`src/hdl/tgp_pkg.sv`:
```
`timescale 1ns / 1ps
// Shared types, command codes and the microcode table of the turtle grid plotter.
package tgp_pkg;

  localparam int STEPS_W = 6;
  localparam int FUNC_W = 3;
  localparam int ROWNUM_W = 5;
  localparam int OUT_W = 32;
  localparam int PC_W = 3;

  typedef enum logic [FUNC_W-1:0] {
    CMD_PEN_UP     = 3'd0,
    CMD_PEN_DOWN   = 3'd1,
    CMD_TURN_RIGHT = 3'd2,
    CMD_TURN_LEFT  = 3'd3,
    CMD_MOVE       = 3'd4,
    CMD_DUMP       = 3'd5
  } cmd_e;

  typedef enum logic [1:0] {
    HD_RIGHT = 2'd0,
    HD_DOWN  = 2'd1,
    HD_LEFT  = 2'd2,
    HD_UP    = 2'd3
  } heading_e;

  typedef enum logic [2:0] {
    OP_FETCH,
    OP_SETUP,
    OP_LOOP,
    OP_POS,
    OP_DRD,
    OP_DOUT
  } dp_op_e;

  typedef enum logic [2:0] {
    JC_DISPATCH,
    JC_SKIP,
    JC_WHILE,
    JC_OUT,
    JC_GOTO
  } jump_e;

  typedef logic [PC_W-1:0] pc_t;

  localparam pc_t PC_FETCH    = 3'd0;
  localparam pc_t PC_MV_SETUP = 3'd1;
  localparam pc_t PC_MV_LOOP  = 3'd2;
  localparam pc_t PC_MV_POS   = 3'd3;
  localparam pc_t PC_DUMP_RD  = 3'd4;
  localparam pc_t PC_DUMP_OUT = 3'd5;

  typedef struct packed {
    logic     accept;
    dp_op_e   op;
    jump_e    jump;
    pc_t      target;
  } cw_t;

  typedef struct packed {
    logic skip;
    logic loop_go;
    logic out_load;
    logic last_row;
  } dp_status_t;

  function automatic cw_t ucode_rom(input pc_t pc);
    cw_t cw;
    cw = '{accept: 1'b0, op: OP_FETCH, jump: JC_GOTO, target: PC_FETCH};
    case (pc)
      PC_FETCH:    cw = '{accept: 1'b1, op: OP_FETCH, jump: JC_DISPATCH, target: PC_FETCH};
      PC_MV_SETUP: cw = '{accept: 1'b0, op: OP_SETUP, jump: JC_SKIP, target: PC_MV_POS};
      PC_MV_LOOP:  cw = '{accept: 1'b0, op: OP_LOOP, jump: JC_WHILE, target: PC_MV_POS};
      PC_MV_POS:   cw = '{accept: 1'b0, op: OP_POS, jump: JC_GOTO, target: PC_FETCH};
      PC_DUMP_RD:  cw = '{accept: 1'b0, op: OP_DRD, jump: JC_GOTO, target: PC_DUMP_OUT};
      PC_DUMP_OUT: cw = '{accept: 1'b0, op: OP_DOUT, jump: JC_OUT, target: PC_DUMP_RD};
      default: begin
      end
    endcase
    return cw;
  endfunction

endpackage

```
`src/hdl/tgp_grid.sv`:
```
`timescale 1ns / 1ps
// Bitmap row memory with per-row valid bits so that reset clears every cell.
module tgp_grid #(
  parameter int GRID_SIZE = 32
) (
  input  logic                           clk_i,
  input  logic                           rst_ni,
  input  logic                           re_i,
  input  logic [$clog2(GRID_SIZE)-1:0]   raddr_i,
  input  logic                           we_i,
  input  logic [$clog2(GRID_SIZE)-1:0]   waddr_i,
  input  logic [((GRID_SIZE < 32) ? GRID_SIZE : 32)-1:0] wdata_i,
  output logic [((GRID_SIZE < 32) ? GRID_SIZE : 32)-1:0] rdata_o
);

  localparam int ROW_W = (GRID_SIZE < 32) ? GRID_SIZE : 32;

  logic [ROW_W-1:0]     mem_q [GRID_SIZE];
  logic [ROW_W-1:0]     rd_q;
  logic [GRID_SIZE-1:0] valid_q;
  logic                 rv_q;

  always_ff @(posedge clk_i) begin
    if (we_i) begin
      mem_q[waddr_i] <= wdata_i;
    end
    if (re_i) begin
      rd_q <= mem_q[raddr_i];
    end
  end

  always_ff @(posedge clk_i or negedge rst_ni) begin
    if (!rst_ni) begin
      valid_q <= '0;
      rv_q    <= 1'b0;
    end else begin
      if (we_i) begin
        valid_q[waddr_i] <= 1'b1;
      end
      if (re_i) begin
        rv_q <= valid_q[raddr_i];
      end
    end
  end

  assign rdata_o = rv_q ? rd_q : '0;

endmodule

```
`src/hdl/tgp_seq.sv`:
```
`timescale 1ns / 1ps
// Microcode sequencer: step counter, control store and jump logic.
module tgp_seq
  import tgp_pkg::*;
(
  input  logic                clk_i,
  input  logic                rst_ni,
  input  logic                take_i,
  input  logic [FUNC_W-1:0]   func_i,
  input  dp_status_t          status_i,
  output cw_t                 cw_o
);

  pc_t pc_q;
  pc_t pc_d;
  pc_t pc_inc;

  assign cw_o   = ucode_rom(pc_q);
  assign pc_inc = pc_q + PC_W'(1);

  always_comb begin
    pc_d = pc_q;
    unique case (cw_o.jump)
      JC_DISPATCH: begin
        if (take_i && func_i == CMD_MOVE) begin
          pc_d = PC_MV_SETUP;
        end else if (take_i && func_i == CMD_DUMP) begin
          pc_d = PC_DUMP_RD;
        end
      end
      JC_SKIP:  pc_d = status_i.skip ? cw_o.target : pc_inc;
      JC_WHILE: pc_d = status_i.loop_go ? pc_q : pc_inc;
      JC_OUT: begin
        if (status_i.out_load) begin
          pc_d = status_i.last_row ? PC_FETCH : cw_o.target;
        end
      end
      JC_GOTO:  pc_d = cw_o.target;
      default:  pc_d = PC_FETCH;
    endcase
  end

  always_ff @(posedge clk_i or negedge rst_ni) begin
    if (!rst_ni) begin
      pc_q <= PC_FETCH;
    end else begin
      pc_q <= pc_d;
    end
  end

endmodule

```
`src/hdl/tgp_dp.sv`:
```
`timescale 1ns / 1ps
// Datapath: turtle state, move address and mask generation, and the output register.
module tgp_dp
  import tgp_pkg::*;
#(
  parameter int GRID_SIZE = 32
) (
  input  logic                           clk_i,
  input  logic                           rst_ni,
  input  cw_t                            cw_i,
  input  logic                           take_i,
  input  logic [FUNC_W-1:0]              func_i,
  input  logic [STEPS_W-1:0]             steps_i,
  output dp_status_t                     status_o,
  output logic                           re_o,
  output logic [$clog2(GRID_SIZE)-1:0]   raddr_o,
  output logic                           we_o,
  output logic [$clog2(GRID_SIZE)-1:0]   waddr_o,
  output logic [((GRID_SIZE < 32) ? GRID_SIZE : 32)-1:0] wdata_o,
  input  logic [((GRID_SIZE < 32) ? GRID_SIZE : 32)-1:0] rdata_i,
  output logic                           out_valid_o,
  input  logic                           out_stall_i,
  output logic [OUT_W-1:0]               row_bits_o,
  output logic [ROWNUM_W-1:0]            row_number_o,
  output logic                           last_o
);

  localparam int POS_W = $clog2(GRID_SIZE);
  localparam int ROW_W = (GRID_SIZE < 32) ? GRID_SIZE : 32;
  localparam int KW = (POS_W > STEPS_W) ? POS_W : STEPS_W;
  localparam int SW = KW + 2;

  logic                pen_q, pen_d;
  heading_e            heading_q, heading_d;
  logic [POS_W-1:0]    pos_row_q, pos_row_d;
  logic [POS_W-1:0]    pos_col_q, pos_col_d;
  logic [STEPS_W-1:0]  steps_q;
  logic [KW-1:0]       k_q, k_d;
  logic [KW-1:0]       limit_q;
  logic [ROW_W-1:0]    mask_q;
  logic                wr_pend_q, wr_pend_d;
  logic [POS_W-1:0]    wr_row_q;
  logic                out_valid_q, out_valid_d;
  logic [ROW_W-1:0]    out_bits_q;
  logic [ROWNUM_W-1:0] out_num_q;
  logic                out_last_q;

  logic signed [SW-1:0] pr_s, pc_s, k_s, steps_s, row_s, lo_s, hi_s;
  logic                 vert;
  logic                 in_grid;
  logic                 loop_go;
  logic                 out_load;
  logic                 last_row;
  logic                 dout_fire;
  logic [ROW_W-1:0]     hmask, vmask;

  function automatic logic [POS_W-1:0] clamp_pos(input logic signed [SW-1:0] v);
    logic [POS_W-1:0] r;
    if (v < 0) begin
      r = '0;
    end else if (v > $signed(SW'(GRID_SIZE - 1))) begin
      r = POS_W'(GRID_SIZE - 1);
    end else begin
      r = v[POS_W-1:0];
    end
    return r;
  endfunction

  assign pr_s    = $signed(SW'(pos_row_q));
  assign pc_s    = $signed(SW'(pos_col_q));
  assign k_s     = $signed(SW'(k_q));
  assign steps_s = $signed(SW'(steps_q));
  assign vert    = (heading_q == HD_DOWN) || (heading_q == HD_UP);

  always_comb begin
    unique case (heading_q)
      HD_DOWN: row_s = pr_s + k_s;
      HD_UP:   row_s = pr_s - k_s;
      default: row_s = pr_s;
    endcase
  end

  assign in_grid  = (row_s >= 0) && (row_s < $signed(SW'(GRID_SIZE)));
  assign loop_go  = (k_q < limit_q) && in_grid;
  assign out_load = !out_valid_q || !out_stall_i;
  assign last_row = (k_q == KW'(GRID_SIZE - 1));

  always_comb begin
    if (heading_q == HD_LEFT) begin
      lo_s = pc_s - steps_s + SW'(1);
      hi_s = pc_s;
    end else begin
      lo_s = pc_s;
      hi_s = pc_s + steps_s - SW'(1);
    end
    for (int c = 0; c < ROW_W; c++) begin
      hmask[c] = ($signed(SW'(c)) >= lo_s) && ($signed(SW'(c)) <= hi_s);
      vmask[c] = (pos_col_q == POS_W'(c));
    end
  end

  assign status_o.skip     = !pen_q || (steps_q == '0);
  assign status_o.loop_go  = loop_go;
  assign status_o.out_load = out_load;
  assign status_o.last_row = last_row;

  assign dout_fire = (cw_i.op == OP_DOUT) && out_load;

  always_comb begin
    pen_d       = pen_q;
    heading_d   = heading_q;
    pos_row_d   = pos_row_q;
    pos_col_d   = pos_col_q;
    k_d         = k_q;
    wr_pend_d   = 1'b0;
    re_o        = 1'b0;
    raddr_o     = row_s[POS_W-1:0];
    out_valid_d = out_valid_q && out_stall_i;
    unique case (cw_i.op)
      OP_FETCH: begin
        if (take_i) begin
          k_d = '0;
          case (func_i)
            CMD_PEN_UP:     pen_d = 1'b0;
            CMD_PEN_DOWN:   pen_d = 1'b1;
            CMD_TURN_RIGHT: heading_d = heading_e'(heading_q + 2'd1);
            CMD_TURN_LEFT:  heading_d = heading_e'(heading_q + 2'd3);
            default: begin
            end
          endcase
        end
      end
      OP_SETUP: begin
        k_d = '0;
      end
      OP_LOOP: begin
        if (loop_go) begin
          re_o      = 1'b1;
          wr_pend_d = 1'b1;
          k_d       = k_q + KW'(1);
        end
      end
      OP_POS: begin
        unique case (heading_q)
          HD_RIGHT: pos_col_d = clamp_pos(pc_s + steps_s);
          HD_LEFT:  pos_col_d = clamp_pos(pc_s - steps_s);
          HD_DOWN:  pos_row_d = clamp_pos(pr_s + steps_s);
          HD_UP:    pos_row_d = clamp_pos(pr_s - steps_s);
          default: begin
          end
        endcase
      end
      OP_DRD: begin
        re_o    = 1'b1;
        raddr_o = k_q[POS_W-1:0];
      end
      OP_DOUT: begin
        if (out_load) begin
          out_valid_d = 1'b1;
          k_d         = k_q + KW'(1);
        end
      end
      default: begin
      end
    endcase
  end

  always_ff @(posedge clk_i or negedge rst_ni) begin
    if (!rst_ni) begin
      pen_q       <= 1'b0;
      heading_q   <= HD_RIGHT;
      pos_row_q   <= '0;
      pos_col_q   <= '0;
      k_q         <= '0;
      wr_pend_q   <= 1'b0;
      out_valid_q <= 1'b0;
    end else begin
      pen_q       <= pen_d;
      heading_q   <= heading_d;
      pos_row_q   <= pos_row_d;
      pos_col_q   <= pos_col_d;
      k_q         <= k_d;
      wr_pend_q   <= wr_pend_d;
      out_valid_q <= out_valid_d;
    end
  end

  always_ff @(posedge clk_i) begin
    if (cw_i.op == OP_FETCH && take_i) begin
      steps_q <= steps_i;
    end
    if (cw_i.op == OP_SETUP) begin
      mask_q  <= vert ? vmask : hmask;
      limit_q <= vert ? KW'(steps_q) : KW'(1);
    end
    if (cw_i.op == OP_LOOP) begin
      wr_row_q <= row_s[POS_W-1:0];
    end
    if (dout_fire) begin
      out_bits_q <= rdata_i;
      out_num_q  <= k_q[ROWNUM_W-1:0];
      out_last_q <= last_row;
    end
  end

  assign we_o         = wr_pend_q;
  assign waddr_o      = wr_row_q;
  assign wdata_o      = rdata_i | mask_q;
  assign out_valid_o  = out_valid_q;
  assign row_bits_o   = OUT_W'(out_bits_q);
  assign row_number_o = out_num_q;
  assign last_o       = out_last_q;

endmodule

```
`src/hdl/turtle_grid_plotter_core.sv`:
```
`timescale 1ns / 1ps
// Turtle grid plotter top level.
//
// Commands arrive on the input channel (in_valid_i, in_stall_o, func_i, steps_i) and are
// taken at a clock edge where in_valid_i is high and in_stall_o is low. Only the dump
// command produces results; each result is one grid row on the output channel
// (out_valid_o, out_stall_i, row_bits_o, row_number_o, last_o), top row first, last_o set
// on the final row. A single output register holds a row until it is taken.
// Pen and turn commands finish in the fetch step, so they can arrive back to back. A move
// runs a setup step, a row loop and a position step; the row loop reads and writes the
// row memory one row per cycle, one row for a horizontal move and at most steps rows for
// a vertical one. A move with the pen up or zero steps skips the row loop. A dump reads
// each row from the row memory and then loads it into the output register.
// When the receiver stalls, the sequencer waits at the output step and in_stall_o stays
// high until the dump has loaded its last row.
// Reset clears the turtle to pen up, facing right, at row 0 and column 0. Per-row valid
// bits make the whole bitmap read as clear right after reset, with no clearing pass.
module turtle_grid_plotter_core
  import tgp_pkg::*;
#(
  parameter int GRID_SIZE = 32
) (
  input  logic                clk_i,
  input  logic                rst_ni,
  input  logic                in_valid_i,
  output logic                in_stall_o,
  input  logic [FUNC_W-1:0]   func_i,
  input  logic [STEPS_W-1:0]  steps_i,
  output logic                out_valid_o,
  input  logic                out_stall_i,
  output logic [OUT_W-1:0]    row_bits_o,
  output logic [ROWNUM_W-1:0] row_number_o,
  output logic                last_o
);

  localparam int POS_W = $clog2(GRID_SIZE);
  localparam int ROW_W = (GRID_SIZE < 32) ? GRID_SIZE : 32;

  cw_t              cw;
  dp_status_t       status;
  logic             take;
  logic             re, we;
  logic [POS_W-1:0] raddr, waddr;
  logic [ROW_W-1:0] wdata, rdata;

  assign in_stall_o = !cw.accept;
  assign take       = in_valid_i && cw.accept;

  tgp_seq u_seq (
    .clk_i    (clk_i),
    .rst_ni   (rst_ni),
    .take_i   (take),
    .func_i   (func_i),
    .status_i (status),
    .cw_o     (cw)
  );

  tgp_dp #(
    .GRID_SIZE (GRID_SIZE)
  ) u_dp (
    .clk_i        (clk_i),
    .rst_ni       (rst_ni),
    .cw_i         (cw),
    .take_i       (take),
    .func_i       (func_i),
    .steps_i      (steps_i),
    .status_o     (status),
    .re_o         (re),
    .raddr_o      (raddr),
    .we_o         (we),
    .waddr_o      (waddr),
    .wdata_o      (wdata),
    .rdata_i      (rdata),
    .out_valid_o  (out_valid_o),
    .out_stall_i  (out_stall_i),
    .row_bits_o   (row_bits_o),
    .row_number_o (row_number_o),
    .last_o       (last_o)
  );

  tgp_grid #(
    .GRID_SIZE (GRID_SIZE)
  ) u_grid (
    .clk_i   (clk_i),
    .rst_ni  (rst_ni),
    .re_i    (re),
    .raddr_i (raddr),
    .we_i    (we),
    .waddr_i (waddr),
    .wdata_i (wdata),
    .rdata_o (rdata)
  );

endmodule

```
`config.mk`:
```
export PLATFORM = sky130hd
export DESIGN_NAME = turtle_grid_plotter_core
export DESIGN_NICKNAME = d
export VERILOG_FILES = /design/src/hdl/tgp_pkg.sv /design/src/hdl/tgp_grid.sv /design/src/hdl/tgp_seq.sv /design/src/hdl/tgp_dp.sv /design/src/hdl/turtle_grid_plotter_core.sv
export SDC_FILE = /design/constraint.sdc
export NUM_CORES = 1
export LEC_CHECK = 0
export BUFFER_PORTS_ARGS = -buffer_cell sky130_fd_sc_hd__buf_2
export CAP_MARGIN = 20
export CORE_MARGIN = 2
export CORE_UTILIZATION = 45
export DETAILED_ROUTE_END_ITERATION = 12
export SLEW_MARGIN = 15
export SYNTH_ARGS = -nofsm -noshare
export SYNTH_HDL_FRONTEND = slang
export SYNTH_SLANG_ARGS = --single-unit
export TNS_END_PERCENT = 50
```
`constraint.sdc`:
```
create_clock -name clk_i -period 8.5 [get_ports clk_i]
set_clock_uncertainty 0.2 [all_clocks]
set_input_delay 0.85 -clock clk_i [delete_from_list [all_inputs] [get_ports clk_i]]
set_output_delay 0.85 -clock clk_i [all_outputs]
set_load 0.02 [all_outputs]
```
Word-level counts from Yosys, hierarchy flattened
Memories as Yosys holds them, arrays and structs flattened. A register that Yosys moved wholly into a read port is not among the register bits.
Index checks and enable logic that the tools add are counted.
Storage, ports and cells
  output and inout bits: 40
  memories: 1
  bits in writable memories: 1024
  bits of input ports: 13
  register bits: 144
  logic and storage cells: 277
Memory list
  u_grid.mem_q: words 32, width 32, read ports 1, clocked after memory_dff 1, wr ports 1, RTL line tgp_grid.sv:18  | logic [ROW_W-1:0] mem_q [GRID_SIZE];
Operators by class
  magnitude comparators: 78
  equality and inequality tests: 60
  $add $sub $neg: 12
  bitwise logic cells: 2
  multiplexer cells: 41
  reduce and logical (&&, ||, !) cells: 66
Operator list (number)
  6-bit by 8-bit greater-or-equal comparator with 1-bit output (first input constant): 16
  6-bit by 8-bit less-or-equal comparator with 1-bit output (first input constant): 16
  5-bit equality test (second input constant): 16
  5-bit by 8-bit greater-or-equal comparator with 1-bit output (first input constant): 8
  5-bit by 8-bit less-or-equal comparator with 1-bit output (first input constant): 8
  32-bit two-way mux: 2
  32-bit OR: 2
  10-bit one-hot mux with 6 select lines: 1
  5-bit two-way mux: 9
  1-bit logical AND: 41
  5-bit by 4-bit equality test with 1-bit output (second input constant): 8
  4-bit by 8-bit greater-or-equal comparator with 1-bit output (first input constant): 4
  4-bit by 8-bit less-or-equal comparator with 1-bit output (first input constant): 4
  3-bit by 2-bit equality test with 1-bit output (second input constant): 8
  6-bit one-hot mux with 4 select lines: 1
  5-bit by 6-bit adder with 7-bit output: 3
  3-bit equality test (second input constant): 7
  5-bit by 6-bit subtractor with 7-bit output: 3
  5-bit by 3-bit equality test with 1-bit output (second input constant): 4
  5-bit one-hot mux with 2 select lines: 2
  3-bit two-way mux: 6
  6-bit two-way mux: 3
  3-bit by 8-bit greater-or-equal comparator with 1-bit output (first input constant): 2
  8-bit by 6-bit > comparator with 1-bit output (second input constant): 2
  47 further kinds: 83

Longest topological paths before layout
  word-level depth: 7
  mapped depth: 14
  gate-level depth less buffers: 12

Hierarchy
Synthesis repeated with hierarchy kept, for this count alone.
Second synthesis, totals
  cells, all modules: 2471
  area, all modules: 49189.7 um2
By module, submodules not included
  tgp_grid: instances 1, area each 41412.2 um2, cells each 1672, sequential area each 32536.2 um2
  tgp_dp: instances 1, area each 7302.0 um2, cells each 737, sequential area each 3138.0 um2
  tgp_seq: instances 1, area each 465.4 um2, cells each 60, sequential area each 75.1 um2
  turtle_grid_plotter_core: instances 1, area each 10.0 um2, cells each 2, sequential area each 0.0 um2

Worst setup path after synthesis
OpenSTA, ideal clock, no wires.
  path kind: reg-to-reg
  start point: register u_seq.pc_q[1]
  end point: register u_dp.limit_q[0], enable pin
  stages on the path, launching flop included: 6
  arrival: 3.615 ns
  library setup time: 0.480 ns
  slack: 4.205 ns
  path buffers: 1
  period minus slack after synthesis: 4.295 ns
  required time: 7.820 ns
  path through: dfrtp_1 > clkbuf_1 > inv_1 > ha_1 > nor2_1 > nor3_1
Between the ends
  cells in the longest elaborated chain, start to end: 3
  elaborated cells on any way between the ends: 8
  classes of those cells: eq/ne (6); mux (1); reduce/logical (1)
RTL lines
  start: declaration: RTL line tgp_seq.sv:14  | pc_t pc_q;
  start signal: assignment: RTL line tgp_seq.sv:47  | pc_q <= pc_d;
  3-bit equality test (tied with other cells): RTL line tgp_pkg.sv:70  | case (pc)
  10-bit one-hot mux with 6 select lines (*): RTL line tgp_pkg.sv:70
  3-bit by 1-bit equality test with 1-bit output (*): RTL line tgp_dp.sv:192  | if (cw_i.op == OP_SETUP) begin
  end signal: assignment: RTL line tgp_dp.sv:194  | limit_q <= vert ? KW'(steps_q) : KW'(1);
  end: declaration: RTL line tgp_dp.sv:39  | logic [KW-1:0] limit_q;
Every way passes the cells marked *; elsewhere a longest branch is shown, timed or not.
A chain may end at the register's enable or synchronous reset.

Final worst setup path
  start point: register u_seq.pc_q[2]
  end point: register u_grid.rd_q[27], read port of u_grid.mem_q, data pin
Between the ends
  cells in the longest elaborated chain, start to end: 4
  elaborated cells on any way between the ends: 11
  classes of those cells: eq/ne (7); mux (3); reduce/logical (1)
RTL lines
  3-bit equality test (tied with other cells): RTL line tgp_pkg.sv:70
  10-bit one-hot mux with 6 select lines (*): RTL line tgp_pkg.sv:70
  3-bit equality test / 3-bit by 2-bit equality test with 1-bit output (equally long branches): RTL line tgp_dp.sv:119  | unique case (cw_i.op)
  1-bit one-hot mux with 2 select lines / 5-bit two-way mux (equally long branches): RTL line tgp_dp.sv:119
  end: declaration: RTL line tgp_grid.sv:19  | logic [ROW_W-1:0] rd_q;
Marks and branches as above.

==> impl.org <==
** Placement
- Before CTS, the worst setup slack after placement is 4.00 ns.
- Number of port buffers :: 52
- Global placer's final weighted congestion :: 0.918
- Placed wire-length estimate :: 74100 µm

** Clock tree
- Number of buffers inserted to repair setup after CTS :: 0
- No sink is reached through more buffers than the 3 on the longest clock path.
- CTS Hold Bufs :: 0
- The number of clock buffers added by TritonCTS is 119.
- The H-tree generated during clock tree synthesis spans 3 levels.
- The tree is rooted in a clkbuf_16.
- Number of sinks on the clock net :: 1200
- Clk Latency, worst-skew pair :: 0.73 ns
- Clock-pin slew was measured on the worst setup and hold paths at 0.07 ns.
- TritonCTS built the clock tree.
- Cells resized by post-CTS repair :: 0

** Cells and area
- Final net count :: about 3800
- The filler cells instantiated in the layout total 9485.
- Fraction of layout instances using a drive strength above 1 :: 0.109
- Layout Utilization :: 0.504
- Synth-to-Final Area Change :: 11.1%

** Routing
- WL/cell :: 26.9 µm
- Residual antenna-violating net count after detailed routing :: 0
- The pre-antenna-repair detailed-routing pass consisted of 6 iterations.
- Final routed DRC violation total :: 0
- Via/cell ratio :: 6.00
- For this block, the routed nets add up to roughly 140000 µm of wire.
- Via count of the routed design :: 32055
- Initial DRC count :: 3940

** Floorplan
- In this run the core area contains 123 standard-cell rows.
- Number of top-level design ports :: 53
- The die is between 300 and 400 µm wide.
- Die Ht :: about 340 µm
- In this run the standard cell core region covers 112000 µm².
- The floorplan step defined a die boundary enclosing about 120000 µm².
- The initial utilization of the core area, before any placement, comes to 0.453.

** GRT
- The first global-routing pass estimated between 200000 and 250000 µm of wire.
- The number of antenna violations at the first check in global routing came to 8.
- Via count of the first global-routing pass :: 30445
- Total congestion overflow after global routing :: 0
- In the global route stage, overall resource usage came out at 0.244.
- Entering global routing, the biggest net connects approximately 200 pins.

** Worst setup path
- R2r setup slk :: just under 4 ns
- The startpoint identified for the worst register-to-register timing path is u_seq.pc_q[2].
- Maximum single-stage delay on the critical path :: about 0.9 ns
- Slowest-stage cell, CP :: a31oi_4
- Critical path's top delay family :: compound AO/OA/AOI/OAI gates
- The signal on the critical path passes through or3b_1 -> a31oi_4 -> buf_12 -> nor2b_1 -> a211oi_1 -> a31oi_1 -> a211oi_1 -> a211oi_1 -> a21o_1.
- Stages on the worst setup path :: 9
- The critical path in this run is classified as flop to flop.
- Critical R2R Capture :: u_grid.rd_q[27]
- Arrival time at the worst endpoint :: roughly 4.8 ns
- Critical Path Sink Type :: flop
- Measured in cells, the most critical reg-to-reg path has a length of 9.
- Among the stages of the critical path, the cell type that occurs most often is a211oi_1.
- The critical path starts at u_seq.pc_q[2].
- STA puts the critical path data required time at 8.76 ns.
- Worst Path Max Fanout :: 191
- Counting both buffers and inverters, the worst setup path holds a total of 1.
- Worst Setup EP :: u_grid.rd_q[27]
- STA classifies the critical path startpoint as a flop.

** STA
- The routed design could run at a clock period as short as 4.57 ns.
- Crit share post-route :: 0.537
- Slew Limit Headroom :: 0.247
- Upper clock frequency limit :: roughly 0.22 GHz
- Once routing completed, OpenROAD measured the worst setup slack at 3.93 ns.
- Setup repair after global routing left no endpoint under its margin.
- The number of hold-slack violations in the final timing report came to 0.
- Setup total negative slack on the finished layout was measured at 0 ns.
- Fin. max-slew vios :: 0
- Setup violators final :: 0
- For the pin with the worst max-slew slack, the measured transition is roughly 1.1 ns.

** Logic synthesis
- Post-synthesis async set-or-reset flop share :: 0.0475
- Synthesis produced a netlist whose cell count is 3773.
- Leading post-synthesis cells by cell area :: edfxtp_1 67%, a211oi_1 5.3%, nand2_1 4.3%, nor2b_1 3.3%, dfrtp_1 2.8%
- Share of Yosys cell area claimed by the top area cell type :: 0.673
- Yosys mapped a number of flops with a built-in enable equal to 1143.
- In this run, synthesis produced a sequential element count of 1200.
- Part of the Yosys area used for sequential elements :: 0.701
- Cell Area, Synth :: 51000 µm²
- Unique masters post-synth :: 88
- The Yosys step of the flow raised 0 warnings.
- Post-synth top flop :: edfxtp_1
- Summed over all instances, the cell type with the most area after synthesis is edfxtp_1.
- Syn nets :: 3834
- Post-Synthesis Mean Instance Area :: 13.5 µm²

** Status
- The flow ran to the end, and the final reports show no timing, DRC or antenna violations.

** Power and ir drop
- Leakage Power :: about 18 nW
- Combinational group share of total power :: 0.453
- Of the total power, the clock network draws 0.211.
- Of the total power, the share spent switching nets is 0.423.
- Cell internal power was estimated by the tool at 14.4 mW.
- Dividing total power by cell area gives a power density of around 440 nW/µm².
- Maximum VDD drop :: 0.838 mV
- Summed over all nets, the switching power comes to 10.6 mW.
- The share of total power dissipated in sequential elements is 0.336.

** Job
- Across the run, the number of max-cap violations was 0.

** Worst hold path
- The worst hold path belongs to the class input port to async pin.
## metrics by stage
step                      power (mW)  cell area, µm²  cells  hold WS [ns]
after global placement          19.7           52700   5117         0.243
final                           25.0           56700   5339        0.0583
after CTS                       25.1           56700   5338        0.0504
after floorplan                 16.6           51000   3773         0.231
after detailed placement        19.8           52700   5117         0.243
after global routing            26.4           56700   5338        0.0771
## layer usage
metal	track usage	vias up	routed length [µm]
met1	0.357	16251	63100
met2	0.373	1210	64800
met3	0.0450	209	11700
li1	-	14383	-
met5	0	-	13
met4	0.0731	2	3980
## area by class of cell
cell class / count / area (µm²) / share of cell area
flip-flops and latches: 1200 / 35800 / 0.631
multi-input cells: 2261 / 14100 / 0.249
clock buffers: 146 / 3120 / 0.0551
well taps: 1500 / 1880 / 0.0331
repair buffers: 108 / 818 / 0.0144
clock inverters: 75 / 805 / 0.0142
inverters: 48 / 181 / 0.00320
diodes: 1 / 2.50 / 0.0000442
## how the worst min path moves through the flow
stage	from	to	slack (ns)	cells past startpoint
6_report	rst_ni	u_dp.pos_col_q[1]	0.06	2
5_1_grt	steps_i[2]	u_dp.steps_q[2]	0.08	1
4_1_cts	steps_i[2]	u_dp.steps_q[2]	0.05	1
3_5_place_dp	u_grid.valid_q[31]	u_grid.valid_q[31]	0.24	1
3_3_place_gp	u_grid.valid_q[31]	u_grid.valid_q[31]	0.24	1
2_1_floorplan	u_grid.valid_q[11]	u_grid.valid_q[11]	0.23	1
## worst register-to-register path: cells and delay by family, from the launching register on
kind,cells,cell delay [ns]
AOI/OAI and AO/OA,6,1.80
and+or+nand+nor,2,1.09
DFF,1,0.66
buffers and inverters,1,0.54
## power groups by stage
stage          clock (mW)  sequential, mW  combinational, mW
2_1_floorplan           0            8.29               8.33
6_report             5.29            8.40               11.3
5_1_grt              5.58            8.44               12.4
3_5_place_dp            0            8.51               11.3
4_1_cts              5.36            8.39               11.3
3_3_place_gp            0            8.51               11.2
## kinds of logic (layout without fill, tap and decap cells)
family,count (synthesis),in the layout,synth area share
fa+ha+maj,48,48,0.0127
simple gates,1173,1173,0.111
compound gates,1000,1000,0.139
other cells,0,1,0
mux,21,21,0.00446
flops,1200,1200,0.701
xor+xnor,19,19,0.00410
buf+inv,312,377,0.0284
## synthesized netlist by cell type, types with 11 or more instances
cell type	n
a211oi_1	360
a21o_1	41
a21oi_1	148
a311oi_1	132
a31oi_1	136
and2_1	43
and3_1	12
buf_1	11
buf_2	115
buf_4	23
clkbuf_1	109
dfrtp_1	57
edfxtp_1	1143
ha_1	42
inv_1	48
mux2i_1	12
nand2_1	585
nand3_1	28
nor2_1	99
nor2b_1	268
nor3_1	13
o21ai_0	56
o22ai_1	22
o32ai_1	11
or2_2	67
xnor2_1	12
## layout by cell type, fill, tap and decap left out, types with 11 or more instances in the layout
cell,n
a21o_1,40
bufinv_16,13
a31oi_1,136
clkinv_1,24
o32ai_1,11
and3_1,12
nor2_4,32
inv_1,46
nand2_1,585
a211oi_1,360
and2_1,43
clkbuf_16,120
o21ai_0,56
o22ai_1,22
clkbuf_1,24
or2_2,67
a311oi_1,132
ha_1,42
nor2_1,67
buf_4,45
a21oi_1,148
edfxtp_1,1143
nor2b_1,268
xnor2_1,12
dfrtp_1,56
clkinv_2,23
nand3_1,28
buf_12,11
buf_2,52
nor3_1,12
## registers in the layout (all words and copies together) (netlist names), 3 cells and up
signal and count:
u_dp.k_q 6, u_dp.limit_q 6, u_dp.mask_q 32, u_dp.pos_col_q 5, u_dp.pos_row_q 5, u_dp.row_bits_o 32, u_dp.row_number_o 5, u_dp.steps_q 6
u_dp.waddr_o 5, u_grid.mem_q 1024, u_grid.rd_q 32, u_grid.valid_q 32, u_seq.pc_q 3
No activity file was read; power rests on OpenSTA's default activity.
